File: src/sv/cil_pkg.sv
// Package with widths, register codes and stage types of the colormap lookup.
package cil_pkg;

    localparam int IDX_W    = 8;
    localparam int FRAC_W   = 16;
    localparam int GAIN_W   = 32;
    localparam int SAMPLE_W = 16;
    localparam int CH_W     = 8;
    localparam int RGB_W    = 3 * CH_W;
    localparam int PROD_W   = GAIN_W + SAMPLE_W;
    localparam int SUM_W    = PROD_W + 1;
    localparam int POS_W    = IDX_W + FRAC_W;
    localparam int PAL_DEPTH = 2 ** IDX_W;
    localparam int BPROD_W  = FRAC_W + 1 + CH_W + 1;
    localparam int ADDR_W   = 4;
    localparam int DATA_W   = 32;

    localparam logic [1:0] REG_GAIN   = 2'd0;
    localparam logic [1:0] REG_OFFSET = 2'd1;
    localparam logic [1:0] REG_LAST   = 2'd2;

    localparam logic CMD_WRITE    = 1'b0;
    localparam logic CMD_COLORIZE = 1'b1;

    typedef struct packed {
        logic                     cmd;
        logic signed [PROD_W-1:0] prod;
        logic [IDX_W-1:0]         idx;
        logic [RGB_W-1:0]         rgb;
    } t_s1;

    typedef struct packed {
        logic              cmd;
        logic [IDX_W-1:0]  q;
        logic [FRAC_W-1:0] t;
        logic              lt;
        logic [IDX_W-1:0]  idx;
        logic [RGB_W-1:0]  rgb;
    } t_s2;

    typedef struct packed {
        logic [FRAC_W-1:0] t;
        logic              lt;
        logic [RGB_W-1:0]  c0;
        logic [RGB_W-1:0]  c1;
    } t_s3;

    typedef struct packed {
        logic signed [GAIN_W-1:0] gain;
        logic signed [GAIN_W-1:0] offset;
        logic [IDX_W-1:0]         last;
    } t_cfg;

endpackage

File: src/sv/cil_scale.sv
// Scale stages: multiply by gain, then add offset and clamp to a palette position.
module cil_scale
    import cil_pkg::*;
(
    input  logic                       i_clk,
    input  logic                       i_rst_n,
    input  t_cfg                       i_cfg,
    input  logic                       i_valid,
    output logic                       o_ready,
    input  logic                       i_cmd,
    input  logic signed [SAMPLE_W-1:0] i_sample,
    input  logic [IDX_W-1:0]           i_idx,
    input  logic [RGB_W-1:0]           i_rgb,
    output logic                       o_valid,
    input  logic                       i_ready,
    output t_s2                        o_data
);

    logic                    r_v1;
    logic                    r_v2;
    t_s1                     r_s1;
    t_s2                     r_s2;
    t_s2                     n_s2;
    logic                    w_rdy1;
    logic                    w_rdy2;
    logic signed [SUM_W-1:0] w_sum;
    logic signed [SUM_W-1:0] w_top;
    logic [POS_W-1:0]        w_pos;

    assign w_rdy2  = !r_v2 || i_ready;
    assign w_rdy1  = !r_v1 || w_rdy2;
    assign o_ready = w_rdy1;
    assign o_valid = r_v2;
    assign o_data  = r_s2;

    always_comb begin
        w_sum = SUM_W'(r_s1.prod) + SUM_W'(i_cfg.offset);
        w_top = $signed({{(SUM_W-POS_W){1'b0}}, i_cfg.last, {FRAC_W{1'b0}}});
        if (w_sum < 0) begin
            w_pos = '0;
        end else if (w_sum > w_top) begin
            w_pos = w_top[POS_W-1:0];
        end else begin
            w_pos = w_sum[POS_W-1:0];
        end
        n_s2.cmd = r_s1.cmd;
        n_s2.q   = w_pos[POS_W-1:FRAC_W];
        n_s2.t   = w_pos[FRAC_W-1:0];
        n_s2.lt  = w_pos[POS_W-1:FRAC_W] != i_cfg.last;
        n_s2.idx = r_s1.idx;
        n_s2.rgb = r_s1.rgb;
    end

    always_ff @(posedge i_clk) begin
        if (!i_rst_n) begin
            r_v1 <= 1'b0;
            r_v2 <= 1'b0;
        end else begin
            if (w_rdy1) begin
                r_v1 <= i_valid;
            end
            if (w_rdy2) begin
                r_v2 <= r_v1;
            end
        end
    end

    always_ff @(posedge i_clk) begin
        if (w_rdy1) begin
            r_s1.cmd  <= i_cmd;
            r_s1.prod <= PROD_W'(i_cfg.gain) * PROD_W'(i_sample);
            r_s1.idx  <= i_idx;
            r_s1.rgb  <= i_rgb;
        end
        if (w_rdy2) begin
            r_s2 <= n_s2;
        end
    end

endmodule

File: config.mk
export PLATFORM = sky130hd
export DESIGN_NAME = cil_scale
export DESIGN_NICKNAME = d
export VERILOG_FILES = /design/src/sv/cil_pkg.sv /design/src/sv/cil_scale.sv
export SDC_FILE = /design/constraint.sdc
export NUM_CORES = 2
export LEC_CHECK = 0
export BUFFER_PORTS_ARGS = -buffer_cell sky130_fd_sc_hd__buf_2
export CORE_ASPECT_RATIO = 2
export CORE_MARGIN = 8
export CORE_UTILIZATION = 54
export CTS_BUF_LIST = sky130_fd_sc_hd__clkbuf_8
export DETAILED_ROUTE_END_ITERATION = 10
export GPL_TIMING_DRIVEN = 0
export HOLD_SLACK_MARGIN = 0.12
export PLACE_DENSITY = 0.73
export SLEW_MARGIN = 5
export SYNTH_ARGS = -nofsm -noshare
export SYNTH_HDL_FRONTEND = slang
export SYNTH_SLANG_ARGS = --single-unit
File: constraint.sdc
create_clock -name i_clk -period 17.1 [get_ports i_clk]
set_input_delay 1.71 -clock i_clk [delete_from_list [all_inputs] [get_ports i_clk]]
set_output_delay 1.71 -clock i_clk [all_outputs]
set_load 0.05 [all_outputs]
==> Word-level counts from Yosys, hierarchy flattened <==
Index checks and enable logic that the tools add are counted.
{ "word_totals": {"regBits": 141} }
{ "op_classes": {"reduce_logical": 5, "multipliers": 1, "n_eq_ne": 1, "add_sub_neg": 1, "mux": 2, "order_cmp": 2} }
{ "op_table": {"columns": ["cell", "count"], "rows": [
  ["adder 48 x 32 -> 49 bit", 1],
  ["greater-than comparator 49 x 25 -> 1 bit", 1],
  ["< comparator 49 x 1 -> 1 bit, second input constant", 1],
  ["multiplier 32 x 16 -> 48 bit", 1],
  ["two-way mux 24 bit", 2],
  ["inequality test 8 bit", 1],
  ["logical NOT 1 bit", 2],
  ["logical OR 1 bit", 2],
  ["OR reduction 2 bit", 1]
]} }

==> Longest topological paths before layout <==
{ "depth": {"depth_word": 5, "mapped_depth": 28, "depth_no_buf": 27} }

==> Worst setup path after synthesis <==
No wires, ideal clock.
{ "synth_path": {"path_kind": "in2reg", "from": "input port i_cfg[59] (netlist bit)", "to": "register r_s1[77] (netlist bit), data pin", "t_arrival_ps": 8115, "path_stages": 25, "required_time_ps": 16839, "path_buffers": 1, "setup_slack_ps": 8724, "cell_sequence": "clkbuf_1 nand2_1 fa_1 fa_1 fa_1 inv_1 fa_1 fa_1 inv_1 fa_1 inv_1 ha_1 a21o_1 a21o_1 a221o_1 a21oi_1 o21a_1 o31ai_1 a41oi_1 o21ai_1 a41o_1 o41ai_2 a2bb2oi_1 nor3_1 a311o_1"} }
{ "synth_between": {"elab_chain_cells": 1} }
{ "synth_rtl": {"columns": ["element", "line", "source"], "rows": [
  ["from (decl)", "cil_scale.sv:7", "input t_cfg i_cfg,"],
  ["multiplier 32 x 16 -> 48 bit", "cil_scale.sv:71", "r_s1.prod <= PROD_W'(i_cfg.gain) * PROD_W'(i_sample);"],
  ["to (decl)", "cil_scale.sv:21", "t_s1 r_s1;"]
]} }
No other way between the ends.
A chain may end at the register's enable or synchronous reset.

==> Worst setup path in the final report <==
{ "layout_path": {"from": "input port i_sample[15]", "to": "register r_s1[77] (netlist bit), data pin"} }
{ "layout_between": {"elab_chain_cells": 1} }
{ "layout_rtl": {"columns": ["element", "line", "source"], "rows": [
  ["from (decl)", "cil_scale.sv:11", "input logic signed [SAMPLE_W-1:0] i_sample,"],
  ["multiplier 32 x 16 -> 48 bit", "cil_scale.sv:71", null]
]} }
No other way between the ends.

==> impl_results.md <==
- GR met2 Demand/Resource: 45.2%
- Core Area: 47200 um2
- Via density: 5.59
- CP Launch Type: input pin
- Post-Route WL: 72800 um
- Critical path required time: 17.35 ns
- Slew Limit Headroom: 33.8%
- Critical path class: input pin to flip-flop
- Endpoints failing hold: 0
- Crit-path max FO: 10
- CP max-delay cell: fa_1
- Initial Utilization: 54.4%
- Global route overflow: 0
- Syn Inst Count: 2698
- Hold_ws: 0.411 ns
- Fin worst setup slack: 7.51 ns
- Dpl cells: 3516
- Max-Cap Viols: 0
- RSZ-0062 raised after global routing: no
- Met1 usage: 30.5%
- Dpl hpwl: 61300 um
- Residual DRC count: 2
- Hold Crit Class: flip-flop to flip-flop
- Global-route wire length before repair: 114000 um
- GPL Wtd Cong: 1.00
- Num Clock Sinks: 141
- Total GRT Usage: 27.0%
- Clock Path Buffers: 2
- Number of synthesized flops with an enable pin: 139
- Vias in the first global route: 21200
- Post-CTS Setup Bufs: 0
- Worst endpoint data arrival time: 9.84 ns
- Worst Setup End Kind: flip-flop
- Post-route insts no fill: 3550
- Outcome: finished with violations
- Row cnt: 113
- Nets: 3685
- Syn Nets: 3480
- DP Worst Slack: 7.09 ns
- CTS tree: done
- Port Buffers: 184
- Die area: 55200 um2
- Antenna Nets Post-Route: 0
- Worst slew pin tran: 0.993 ns
- I/O pin count: 185
- Final setup vio count: 0
- Worst-path clk slew: 0.09 ns
- Post_cts resized: 0
- Die Y: 324 um
- Tcrit/Tclk final: 56.1%
- Synth Register Bits: 141
- Register area share after synthesis: 16.4%
- GRT busiest layer: met2
- Critical Path Most Common Cell: fa_1
- Mapped Avg Cell Area: 9.51 um2
- WP buf/inv: 5
- WL per Instance: 20.5 um
- Synth warn: 0
- Aggregate negative setup slack: 0 ns
- Failing checks: DRC
- Largest net degree at the start of global routing: 43
- Async set-or-reset flop fraction in the synthesized netlist: 0%
- Period minus WS final: 9.59 ns
- Fmax achieved: 104 MHz
- Share of cells above drive strength 1: 8.88%
- Post-Syn Area: 25700 um2
- Layout area overhead: 8.35%
- Drt first-iter violations: 1296
- H-tree Lvls: 4
- Worst skew pair latency: 0.50 ns
- Kind of cell adding the most delay to the critical path: adder cells
- Pre-antenna DRT Iters: 9
- Primary FF master, synth: edfxtp_1
- Buffer type at the clock tree root: clkbuf_8
- Max-slew violations: 0
- CTS Hold Bufs: 0
- DIE WIDTH: 170 um
- Vias: 19800
- Routing usage on met3: 4.98%
- Layout Skew: 0.0140 ns
- Initial antenna violation count: 2
- CP max stage delay: 0.58 ns
- TritonCTS Buffers: 17
- Synth unique cells: 86
cells by family (layout without fill, tap and decap cells):
logic type | Yosys count | after routing | synth area share [%]
AOI/OAI and AO/OA | 336 | 336 | 8.99
buffers and inverters | 684 | 902 | 10.1
adders and majority gates | 657 | 657 | 46.3
DFF | 141 | 141 | 16.4
muxes | 12 | 12 | 0.473
xor gates and xnor gates | 83 | 83 | 2.83
and+or+nand+nor | 785 | 785 | 14.9
other | 0 | 2 | 0
layer usage:
metal	vias to the layer above	routed length [um]
met5	-	0
met4	0	5820
met3	251	5150
met2	838	36200
met1	9941	25600
li1	8819	-
cells in the mapped netlist, drive strengths merged (10+ instances only):
| library cell | number | area, um2 |
|---|---|---|
| o21a | 18 | 135 |
| nor2b | 10 | 62.6 |
| nand2 | 348 | 1310 |
| nand4 | 24 | 156 |
| nor2 | 90 | 338 |
| mux2i | 11 | 110 |
| inv | 576 | 2160 |
| and2 | 210 | 1310 |
| clkbuf | 96 | 364 |
| o31ai | 10 | 75.1 |
| fa | 487 | 9750 |
| o211ai | 10 | 88.8 |
| o21bai | 22 | 165 |
| a31oi | 12 | 96.3 |
| o21ai | 54 | 274 |
| ha | 170 | 2130 |
| and3 | 19 | 119 |
| nor3 | 17 | 90.1 |
| buf | 11 | 65.1 |
| xnor2 | 56 | 490 |
| a21o | 34 | 255 |
| nand2b | 16 | 100 |
| nand3 | 18 | 95.1 |
| edfxtp | 139 | 4170 |
| xor2 | 27 | 236 |
| a21oi | 103 | 519 |
| a211oi | 14 | 125 |
final timing paths:
check / slack [ns] / start / cells after the start / end
worst max-delay path: 7.51 / i_sample[15] / 26 / r_s1[77]
worst min-delay path: 0.41 / n_s2[20] / 0 / o_data[20]
worst max register to register: 11.15 / r_s1[32] / 21 / o_data[32]
worst min register to register: 0.41 / n_s2[20] / 0 / o_data[20]
state kept, by name, indices dropped and copies added (netlist names):
register	flops
r_s1	48
r_v1	1
o_data	58
n_s2	33
o_valid	1
stage by stage:
stage               instance area (um2)  util (%)
floorplan                         25700         -
global placement                  27400      58.0
detailed placement                27400      58.1
CTS                               27800      58.9
global route                      27800      58.9
finish                            27800      58.9
worst register-to-register path, delay by kind of cell, from the launching register on:
kind            cells  cell delay, ns
fa+ha+maj           3            0.85
xor+xnor            1            0.26
buf+inv             1            0.19
flops               1            0.33
simple gates        7            1.60
compound gates      9            2.47
cells in the final DEF (no fill, tap or decap), types with 4 or more instances in the layout:
cell,instances
inv_1,577
fa_1,487
nand2_1,346
and2_1,210
buf_2,191
ha_1,170
edfxtp_1,139
a21oi_1,102
clkbuf_1,93
nor2_1,90
xnor2_1,56
o21ai_0,45
a21o_1,34
xor2_1,27
nand4_1,23
o21bai_1,22
and3_1,19
o21a_1,18
nand3_1,17
clkbuf_8,17
nor3_1,16
nand2b_1,16
mux2i_1,11
nor2b_1,10
o31ai_1,10
a31oi_1,10
a211oi_1,10
o211ai_1,9
o21ai_1,8
a211o_1,6
or3_1,6
nor4_1,6
o41ai_1,5
nor3b_1,5
or2_2,5
inv_6,5
a211oi_2,4
a21boi_0,4
o22ai_1,4
layout make-up:
type / count / area, um2
Inverter: 577 / 2170
Fill cell: 4280 / 19400
Multi-Input combinational cell: 1873 / 18900
Clock inverter: 15 / 138
Clock buffer: 17 / 234
Sequential cell: 141 / 4210
Tap cell: 632 / 791
Buffer: 107 / 429
Timing Repair Buffer: 186 / 968
Antenna cell: 2 / 5.00
Power is not shown: default switching activity piles up to over one toggle a cycle in this logic, so the estimate is an artifact.
