$ cat config.mk
export PLATFORM = sky130hd
export DESIGN_NAME = cil_regs
export DESIGN_NICKNAME = d
export VERILOG_FILES = /design/src/sv/cil_pkg.sv /design/src/sv/cil_regs.sv
export SDC_FILE = /design/constraint.sdc
export NUM_CORES = 1
export LEC_CHECK = 0
export ABC_AREA = 0
export BUFFER_PORTS_ARGS = -buffer_cell sky130_fd_sc_hd__buf_2
export CORE_ASPECT_RATIO = 1.75
export CORE_MARGIN = 5
export CORE_UTILIZATION = 35
export DETAILED_ROUTE_END_ITERATION = 7
export PLACE_DENSITY = 0.73
export SLEW_MARGIN = 20
export SYNTH_ARGS = -nofsm -noshare
export SYNTH_HDL_FRONTEND = slang
export SYNTH_SLANG_ARGS = --single-unit
$ cat constraint.sdc
create_clock -name i_clk -period 0.87 [get_ports i_clk]
set_input_delay 0.0435 -clock i_clk [delete_from_list [all_inputs] [get_ports i_clk]]
set_output_delay 0.0435 -clock i_clk [all_outputs]
set_load 0.1 [all_outputs]
$ cat src/sv/cil_pkg.sv
// Package with widths, register codes and stage types of the colormap lookup.
package cil_pkg;

    localparam int IDX_W    = 8;
    localparam int FRAC_W   = 16;
    localparam int GAIN_W   = 32;
    localparam int SAMPLE_W = 16;
    localparam int CH_W     = 8;
    localparam int RGB_W    = 3 * CH_W;
    localparam int PROD_W   = GAIN_W + SAMPLE_W;
    localparam int SUM_W    = PROD_W + 1;
    localparam int POS_W    = IDX_W + FRAC_W;
    localparam int PAL_DEPTH = 2 ** IDX_W;
    localparam int BPROD_W  = FRAC_W + 1 + CH_W + 1;
    localparam int ADDR_W   = 4;
    localparam int DATA_W   = 32;

    localparam logic [1:0] REG_GAIN   = 2'd0;
    localparam logic [1:0] REG_OFFSET = 2'd1;
    localparam logic [1:0] REG_LAST   = 2'd2;

    localparam logic CMD_WRITE    = 1'b0;
    localparam logic CMD_COLORIZE = 1'b1;

    typedef struct packed {
        logic                     cmd;
        logic signed [PROD_W-1:0] prod;
        logic [IDX_W-1:0]         idx;
        logic [RGB_W-1:0]         rgb;
    } t_s1;

    typedef struct packed {
        logic              cmd;
        logic [IDX_W-1:0]  q;
        logic [FRAC_W-1:0] t;
        logic              lt;
        logic [IDX_W-1:0]  idx;
        logic [RGB_W-1:0]  rgb;
    } t_s2;

    typedef struct packed {
        logic [FRAC_W-1:0] t;
        logic              lt;
        logic [RGB_W-1:0]  c0;
        logic [RGB_W-1:0]  c1;
    } t_s3;

    typedef struct packed {
        logic signed [GAIN_W-1:0] gain;
        logic signed [GAIN_W-1:0] offset;
        logic [IDX_W-1:0]         last;
    } t_cfg;

endpackage

$ cat src/sv/cil_regs.sv
// Configuration registers of the colormap lookup behind an APB-style port.
module cil_regs
    import cil_pkg::*;
(
    input  logic              i_clk,
    input  logic              i_rst_n,
    input  logic              psel,
    input  logic              penable,
    input  logic              pwrite,
    input  logic [ADDR_W-1:0] paddr,
    input  logic [DATA_W-1:0] pwdata,
    output logic [DATA_W-1:0] prdata,
    output logic              pready,
    output t_cfg              o_cfg
);

    t_cfg       r_cfg;
    logic       w_wr;
    logic [1:0] w_sel;

    assign w_sel  = paddr[ADDR_W-1:2];
    assign w_wr   = psel && penable && pwrite;
    assign pready = 1'b1;
    assign o_cfg  = r_cfg;

    always_ff @(posedge i_clk) begin
        if (!i_rst_n) begin
            r_cfg.gain   <= GAIN_W'(65536);
            r_cfg.offset <= '0;
            r_cfg.last   <= IDX_W'(255);
        end else if (w_wr) begin
            case (w_sel)
                REG_GAIN:   r_cfg.gain   <= pwdata;
                REG_OFFSET: r_cfg.offset <= pwdata;
                REG_LAST:   r_cfg.last   <= pwdata[IDX_W-1:0];
                default:    ;
            endcase
        end
    end

    always_comb begin
        case (w_sel)
            REG_GAIN:   prdata = r_cfg.gain;
            REG_OFFSET: prdata = r_cfg.offset;
            REG_LAST:   prdata = {{(DATA_W-IDX_W){1'b0}}, r_cfg.last};
            default:    prdata = '0;
        endcase
    end

endmodule

# After elaboration in Yosys (flattened, before gate mapping)
# Index checks and enable logic that the tools add are counted.
# totals
output_inout_bits,105
in_bits,41
elab_cells,12
ff_bits,72
# op_classes
eq_ne,2
muxes,1
n_reduce_logical,6
# op_table
cell,count
case mux 32 bit (3 select lines),1
AND reduction 2 bit,3
"equality test 2 x 1 -> 1 bit, second input constant",1
"equality test 2 bit, second input constant",1
logical AND 1 bit,2
zero test 2 bit,1

# Logic depth before layout (Yosys ltp)
# logic_depth
ltp_word,3
depth_mapped,6
ltp_nobuf,3

# Worst setup path after synthesis
# Ideal clock, no wire load.
# synth_path
kind,register to output
from,"register r_cfg, in the netlist o_cfg[8]"
to,output prdata[0]
arrival_ns,3.244
path_stages_with_launch,3
slack_ns,-2.418
required_time_ns,0.826
n_path_buf,0
cell_sequence,dfxtp_1 -> mux2i_1 -> o21ai_0
# synth_via
elab_chain_cells,1
# synth_rtl
item,line_no,text
start: declaration,cil_regs.sv:17,t_cfg r_cfg;
case mux 32 bit (3 select lines),cil_regs.sv:42,case (w_sel)
end: declaration,cil_regs.sv:12,"output logic [DATA_W-1:0] prdata,"
# No other way between the ends.

# Final worst setup path
# layout_path
from,"register r_cfg, in the netlist o_cfg[46]"
to,output prdata[6]
# The elaborated chain is that of the path after synthesis.

==> metrics.txt <==
# TYPE chip_impl_metric gauge
chip_impl_metric{name="fmax",unit="MHz"} 831.3
chip_impl_metric{name="clock_insertion_delay_worst_skew",unit="ns"} 0.32
chip_impl_info{name="crit_path_start_kind",value="flop"} 1
chip_impl_metric{name="floorplan.initialDensity",unit=""} 0.3551
chip_impl_info{name="worstHoldPathType",value="primary input to flop"} 1
chip_impl_metric{name="final_report_hold_violation_count",unit=""} 2
chip_impl_metric{name="coreArea",unit="mm2"} 0.009409
chip_impl_metric{name="setup_total_negative_slack",unit="ns"} -17.65
chip_impl_metric{name="overall_fraction_of_global_route_tracks_in_use",unit=""} 0.2505
chip_impl_metric{name="static-leakage-power",unit="uW"} 0.003495
chip_impl_metric{name="layout_worst_path_cycle_share",unit=""} 1.383
chip_impl_info{name="largest_family_of_logic_cells_by_synthesized_area",value="multiplexers"} 1
chip_impl_metric{name="layout_min_cycle_time",unit="ns"} 1.203
chip_impl_metric{name="clock_path_buffers",unit=""} 2
chip_impl_metric{name="p_per_area",unit="mW/mm2"} 1010
chip_impl_metric{name="r2r_cells",unit=""} 4
chip_impl_info{name="violations",value="negative hold slack, negative setup slack"} 1
chip_impl_metric{name="fp.dieArea",unit="mm2"} 0.01168
chip_impl_info{name="worst_r2r_endpoint",value="o_cfg[54]$_SDFFE_PN0P_"} 1
chip_impl_info{name="critical_path_class",value="flop to output pin"} 1
chip_impl_info{name="dr.max_layer_used",value="met4"} 1
chip_impl_metric{name="postRouteWirelength",unit="um"} 16600
chip_impl_metric{name="antenna_found_initial",unit=""} 1
chip_impl_metric{name="setup_viol_count_final",unit=""} 111
chip_impl_metric{name="ys.warnings.count",unit=""} 0
chip_impl_metric{name="timing.max_cap.violations",unit=""} 0
chip_impl_info{name="cp-end-kind",value="output pin"} 1
chip_impl_metric{name="setup_ws_post_layout",unit="ns"} -0.3329
chip_impl_metric{name="areaGrowthSynthToFinish",unit="%"} 150.8
chip_impl_metric{name="first_iter_violations",unit=""} 162
chip_impl_info{name="tritoncts",value="yes"} 1
chip_impl_info{name="outcome",value="complete, but fails checks"} 1
chip_impl_metric{name="die-width",unit="um"} 83.85
chip_impl_metric{name="drive_above_1_share",unit=""} 0.6708
chip_impl_metric{name="netlist-cell-type-count",unit=""} 19
chip_impl_metric{name="i_o_pin_total",unit=""} 146
chip_impl_metric{name="final_core_util",unit=""} 0.8904
chip_impl_metric{name="required",unit="ns"} 0.83
chip_impl_metric{name="adder_cell_share_of_the_synthesized_area",unit=""} 0
chip_impl_metric{name="synth_simple_gate_area_frac",unit=""} 0.1738
chip_impl_metric{name="post_synth_xor_area_fraction",unit=""} 0
chip_impl_metric{name="first_global_vias",unit=""} 4172
chip_impl_metric{name="cp.arrival",unit="ns"} 1.16
chip_impl_metric{name="drc_errors",unit=""} 0
chip_impl_metric{name="vdd.ir_drop.worst",unit="uV"} 1190
chip_impl_metric{name="gp_routability_congestion",unit=""} 0.7877
chip_impl_metric{name="die-height",unit="um"} 139.2
chip_impl_metric{name="cts.sinks",unit=""} 72
chip_impl_metric{name="net_count_after_synthesis",unit=""} 409
chip_impl_metric{name="tritoncts_buffer_count",unit=""} 9
chip_impl_info{name="setup_repair_after_global_routing_missed_its_margin",value="true"} 1
chip_impl_metric{name="clk_slew_on_worst_s_h_paths",unit="ns"} 0.05
chip_impl_metric{name="dr_total_vias",unit=""} 3856
chip_impl_metric{name="route.detailed.vias_per_inst",unit=""} 5.067
chip_impl_metric{name="dr.pass1.iters",unit=""} 4
chip_impl_metric{name="r2r_setup_slack",unit="ns"} -0.04
chip_impl_metric{name="skew",unit="ns"} 0
chip_impl_metric{name="worstPathMaxFanout",unit=""} 2
chip_impl_metric{name="synth.ff_latch_count",unit=""} 72
chip_impl_metric{name="synth.avg_cell_area",unit="um2"} 9.078
chip_impl_metric{name="num-nets-final",unit=""} 675
chip_impl_metric{name="detail_route.wirelength.met1",unit="um"} 5503
chip_impl_metric{name="detailed_place_hpwl",unit="um"} 9550
chip_impl_metric{name="wl_met3",unit="um"} 525
chip_impl_metric{name="number_of_h_tree_levels",unit=""} 3
chip_impl_metric{name="register_area_share_after_synthesis",unit=""} 0.4315
chip_impl_metric{name="largest_register_ffs",unit=""} 72
chip_impl_metric{name="drtAntennaViolNets",unit=""} 0
chip_impl_metric{name="post_synth_inst_count",unit=""} 368
chip_impl_metric{name="synth_mux_area_frac",unit=""} 0.2876
chip_impl_info{name="hp-start",value="pwdata[20]"} 1
chip_impl_metric{name="grt_pass1_wl",unit="um"} 22680
chip_impl_metric{name="portBuffers",unit=""} 142
chip_impl_metric{name="min_delay_path_depth",unit=""} 3
chip_impl_info{name="hold-path-endpoint",value="o_cfg[60]$_SDFFE_PN0P_"} 1
chip_impl_metric{name="placementRows",unit=""} 47
chip_impl_metric{name="synthesis.area",unit="mm2"} 0.003341
chip_impl_metric{name="whs",unit="ns"} -0.004498
chip_impl_metric{name="final-max-slew-violation-count",unit=""} 0
chip_impl_metric{name="maximum_number_of_pins_on_one_net_before_global_route_repair",unit=""} 28
chip_impl_info{name="cts_root_buffer",value="sky130_fd_sc_hd__clkbuf_16"} 1
chip_impl_info{name="timing.rr.start",value="o_cfg[54]$_SDFFE_PN0P_"} 1
chip_impl_metric{name="gr-total-overflow",unit=""} 0
chip_impl_metric{name="wl_per_cell",unit="um"} 21.81
chip_impl_metric{name="routed-wl-met2",unit="um"} 9500
chip_impl_metric{name="compound_gate_fraction_of_synth_area",unit=""} 0.03146
[stage by stage]
step | std cells | power [uW] | setup slack, ns | instance area (um2)
floorplan | 368 | 4448 | -0.4622 | 4332
global placement | 637 | 5062 | -0.2182 | 6907
detailed placement | 637 | 5098 | -0.3016 | 6907
CTS | 735 | 8407 | -0.3021 | 8054
global route | 761 | 8732 | -0.3414 | 8378
finish | 761 | 8463 | -0.3329 | 8378
[worst max path at each step]
stage / start / endpoint / cells after the start / slack, ns
3_3_place_gp: paddr[2] / prdata[24] / 5 / -0.22
6_report: o_cfg[46]$_SDFFE_PN0P_ / prdata[6] / 3 / -0.33
4_1_cts: o_cfg[47]$_SDFFE_PN0P_ / prdata[7] / 3 / -0.30
2_1_floorplan: o_cfg[8]$_SDFFE_PN0P_ / prdata[0] / 2 / -0.46
3_5_place_dp: psel / o_cfg[52]$_SDFFE_PN0P_ / 5 / -0.30
5_1_grt: o_cfg[15]$_SDFFE_PN0P_ / prdata[7] / 3 / -0.34
[cell families after synthesis]
| family | Yosys count |
|---|---|
| buffers and inverters | 41 |
| DFF | 72 |
| AOI/OAI and AO/OA | 16 |
| and+or+nand+nor | 142 |
| other | 1 |
| muxes | 96 |
[layout by cell type, fill, tap and decap left out, types with 4 or more instances in the layout]
master / count
sky130_fd_sc_hd__o211ai_1: 7
sky130_fd_sc_hd__mux2i_1: 62
sky130_fd_sc_hd__buf_2: 35
sky130_fd_sc_hd__dlygate4sd3_1: 23
sky130_fd_sc_hd__buf_12: 114
sky130_fd_sc_hd__nand2_1: 92
sky130_fd_sc_hd__clkbuf_1: 4
sky130_fd_sc_hd__dfxtp_4: 72
sky130_fd_sc_hd__nand3_1: 8
sky130_fd_sc_hd__inv_1: 8
sky130_fd_sc_hd__mux2i_4: 32
sky130_fd_sc_hd__buf_4: 42
sky130_fd_sc_hd__nor2_4: 24
sky130_fd_sc_hd__nand2_2: 9
sky130_fd_sc_hd__o21ai_4: 8
sky130_fd_sc_hd__clkbuf_16: 10
sky130_fd_sc_hd__buf_6: 72
[critical path, stage by stage (launching register included)]
cell	delay [ns]
sky130_fd_sc_hd__dfxtp_4	0.38
sky130_fd_sc_hd__mux2i_4	0.08
sky130_fd_sc_hd__o21ai_4	0.18
sky130_fd_sc_hd__buf_12	0.19
[cells in the mapped netlist]
master | n | share of area
sky130_fd_sc_hd__nand2_1 | 103 | 0.12
sky130_fd_sc_hd__mux2i_1 | 96 | 0.29
sky130_fd_sc_hd__dfxtp_1 | 72 | 0.43
sky130_fd_sc_hd__nor2_1 | 24 | 0.027
sky130_fd_sc_hd__clkbuf_1 | 13 | 0.015
sky130_fd_sc_hd__buf_6 | 10 | 0.034
sky130_fd_sc_hd__inv_1 | 8 | 0.0090
sky130_fd_sc_hd__nand3_1 | 8 | 0.012
sky130_fd_sc_hd__o21ai_0 | 8 | 0.012
sky130_fd_sc_hd__buf_2 | 7 | 0.010
sky130_fd_sc_hd__o211ai_1 | 7 | 0.016
sky130_fd_sc_hd__buf_4 | 3 | 0.0067
sky130_fd_sc_hd__nor2b_1 | 3 | 0.0056
sky130_fd_sc_hd__and2_1 | 1 | 0.0019
sky130_fd_sc_hd__and3_1 | 1 | 0.0019
sky130_fd_sc_hd__conb_1 | 1 | 0.0011
sky130_fd_sc_hd__nand3b_4 | 1 | 0.0060
sky130_fd_sc_hd__nor3b_2 | 1 | 0.0037
sky130_fd_sc_hd__o211ai_2 | 1 | 0.0037
[cell type report]
| class | instances | area [um2] |
|---|---|---|
| repair buffers | 288 | 3854 |
| well taps | 122 | 152.6 |
| diodes | 1 | 2.502 |
| inverters | 8 | 30.03 |
| fillers | 364 | 1031 |
| clock inverters | 2 | 7.507 |
| multi-input cells | 255 | 2380 |
| clock buffers | 13 | 240.2 |
| flip-flops and latches | 72 | 1712 |
[what timing repair did]
| action | in CTS | in global routing |
|---|---|---|
| pin swaps | 18 | 10 |
| hold endpoints to repair | 40 | 0 |
| endpoints found under the setup margin | 104 | 113 |
| cloned | 0 | 1 |
| resized for setup | 57 | 48 |
| hold buffers | 23 | 0 |
| buffers inserted | 60 | 38 |
[per-layer routing]
| layer | GRT usage | vias up |
|---|---|---|
| met3 | 0.04494 | 60 |
| met1 | 0.2420 | 1898 |
| met5 | 0 | - |
| met4 | 0.1746 | 0 |
| met2 | 0.4679 | 136 |
| li1 | - | 1762 |
[report_power, final]
group          internal, uW  switching, uW
Clock                  1900           1280
Sequential             3160           62.6
Combinational           837           1230
Note: power is estimated with default switching activity, not from simulation.
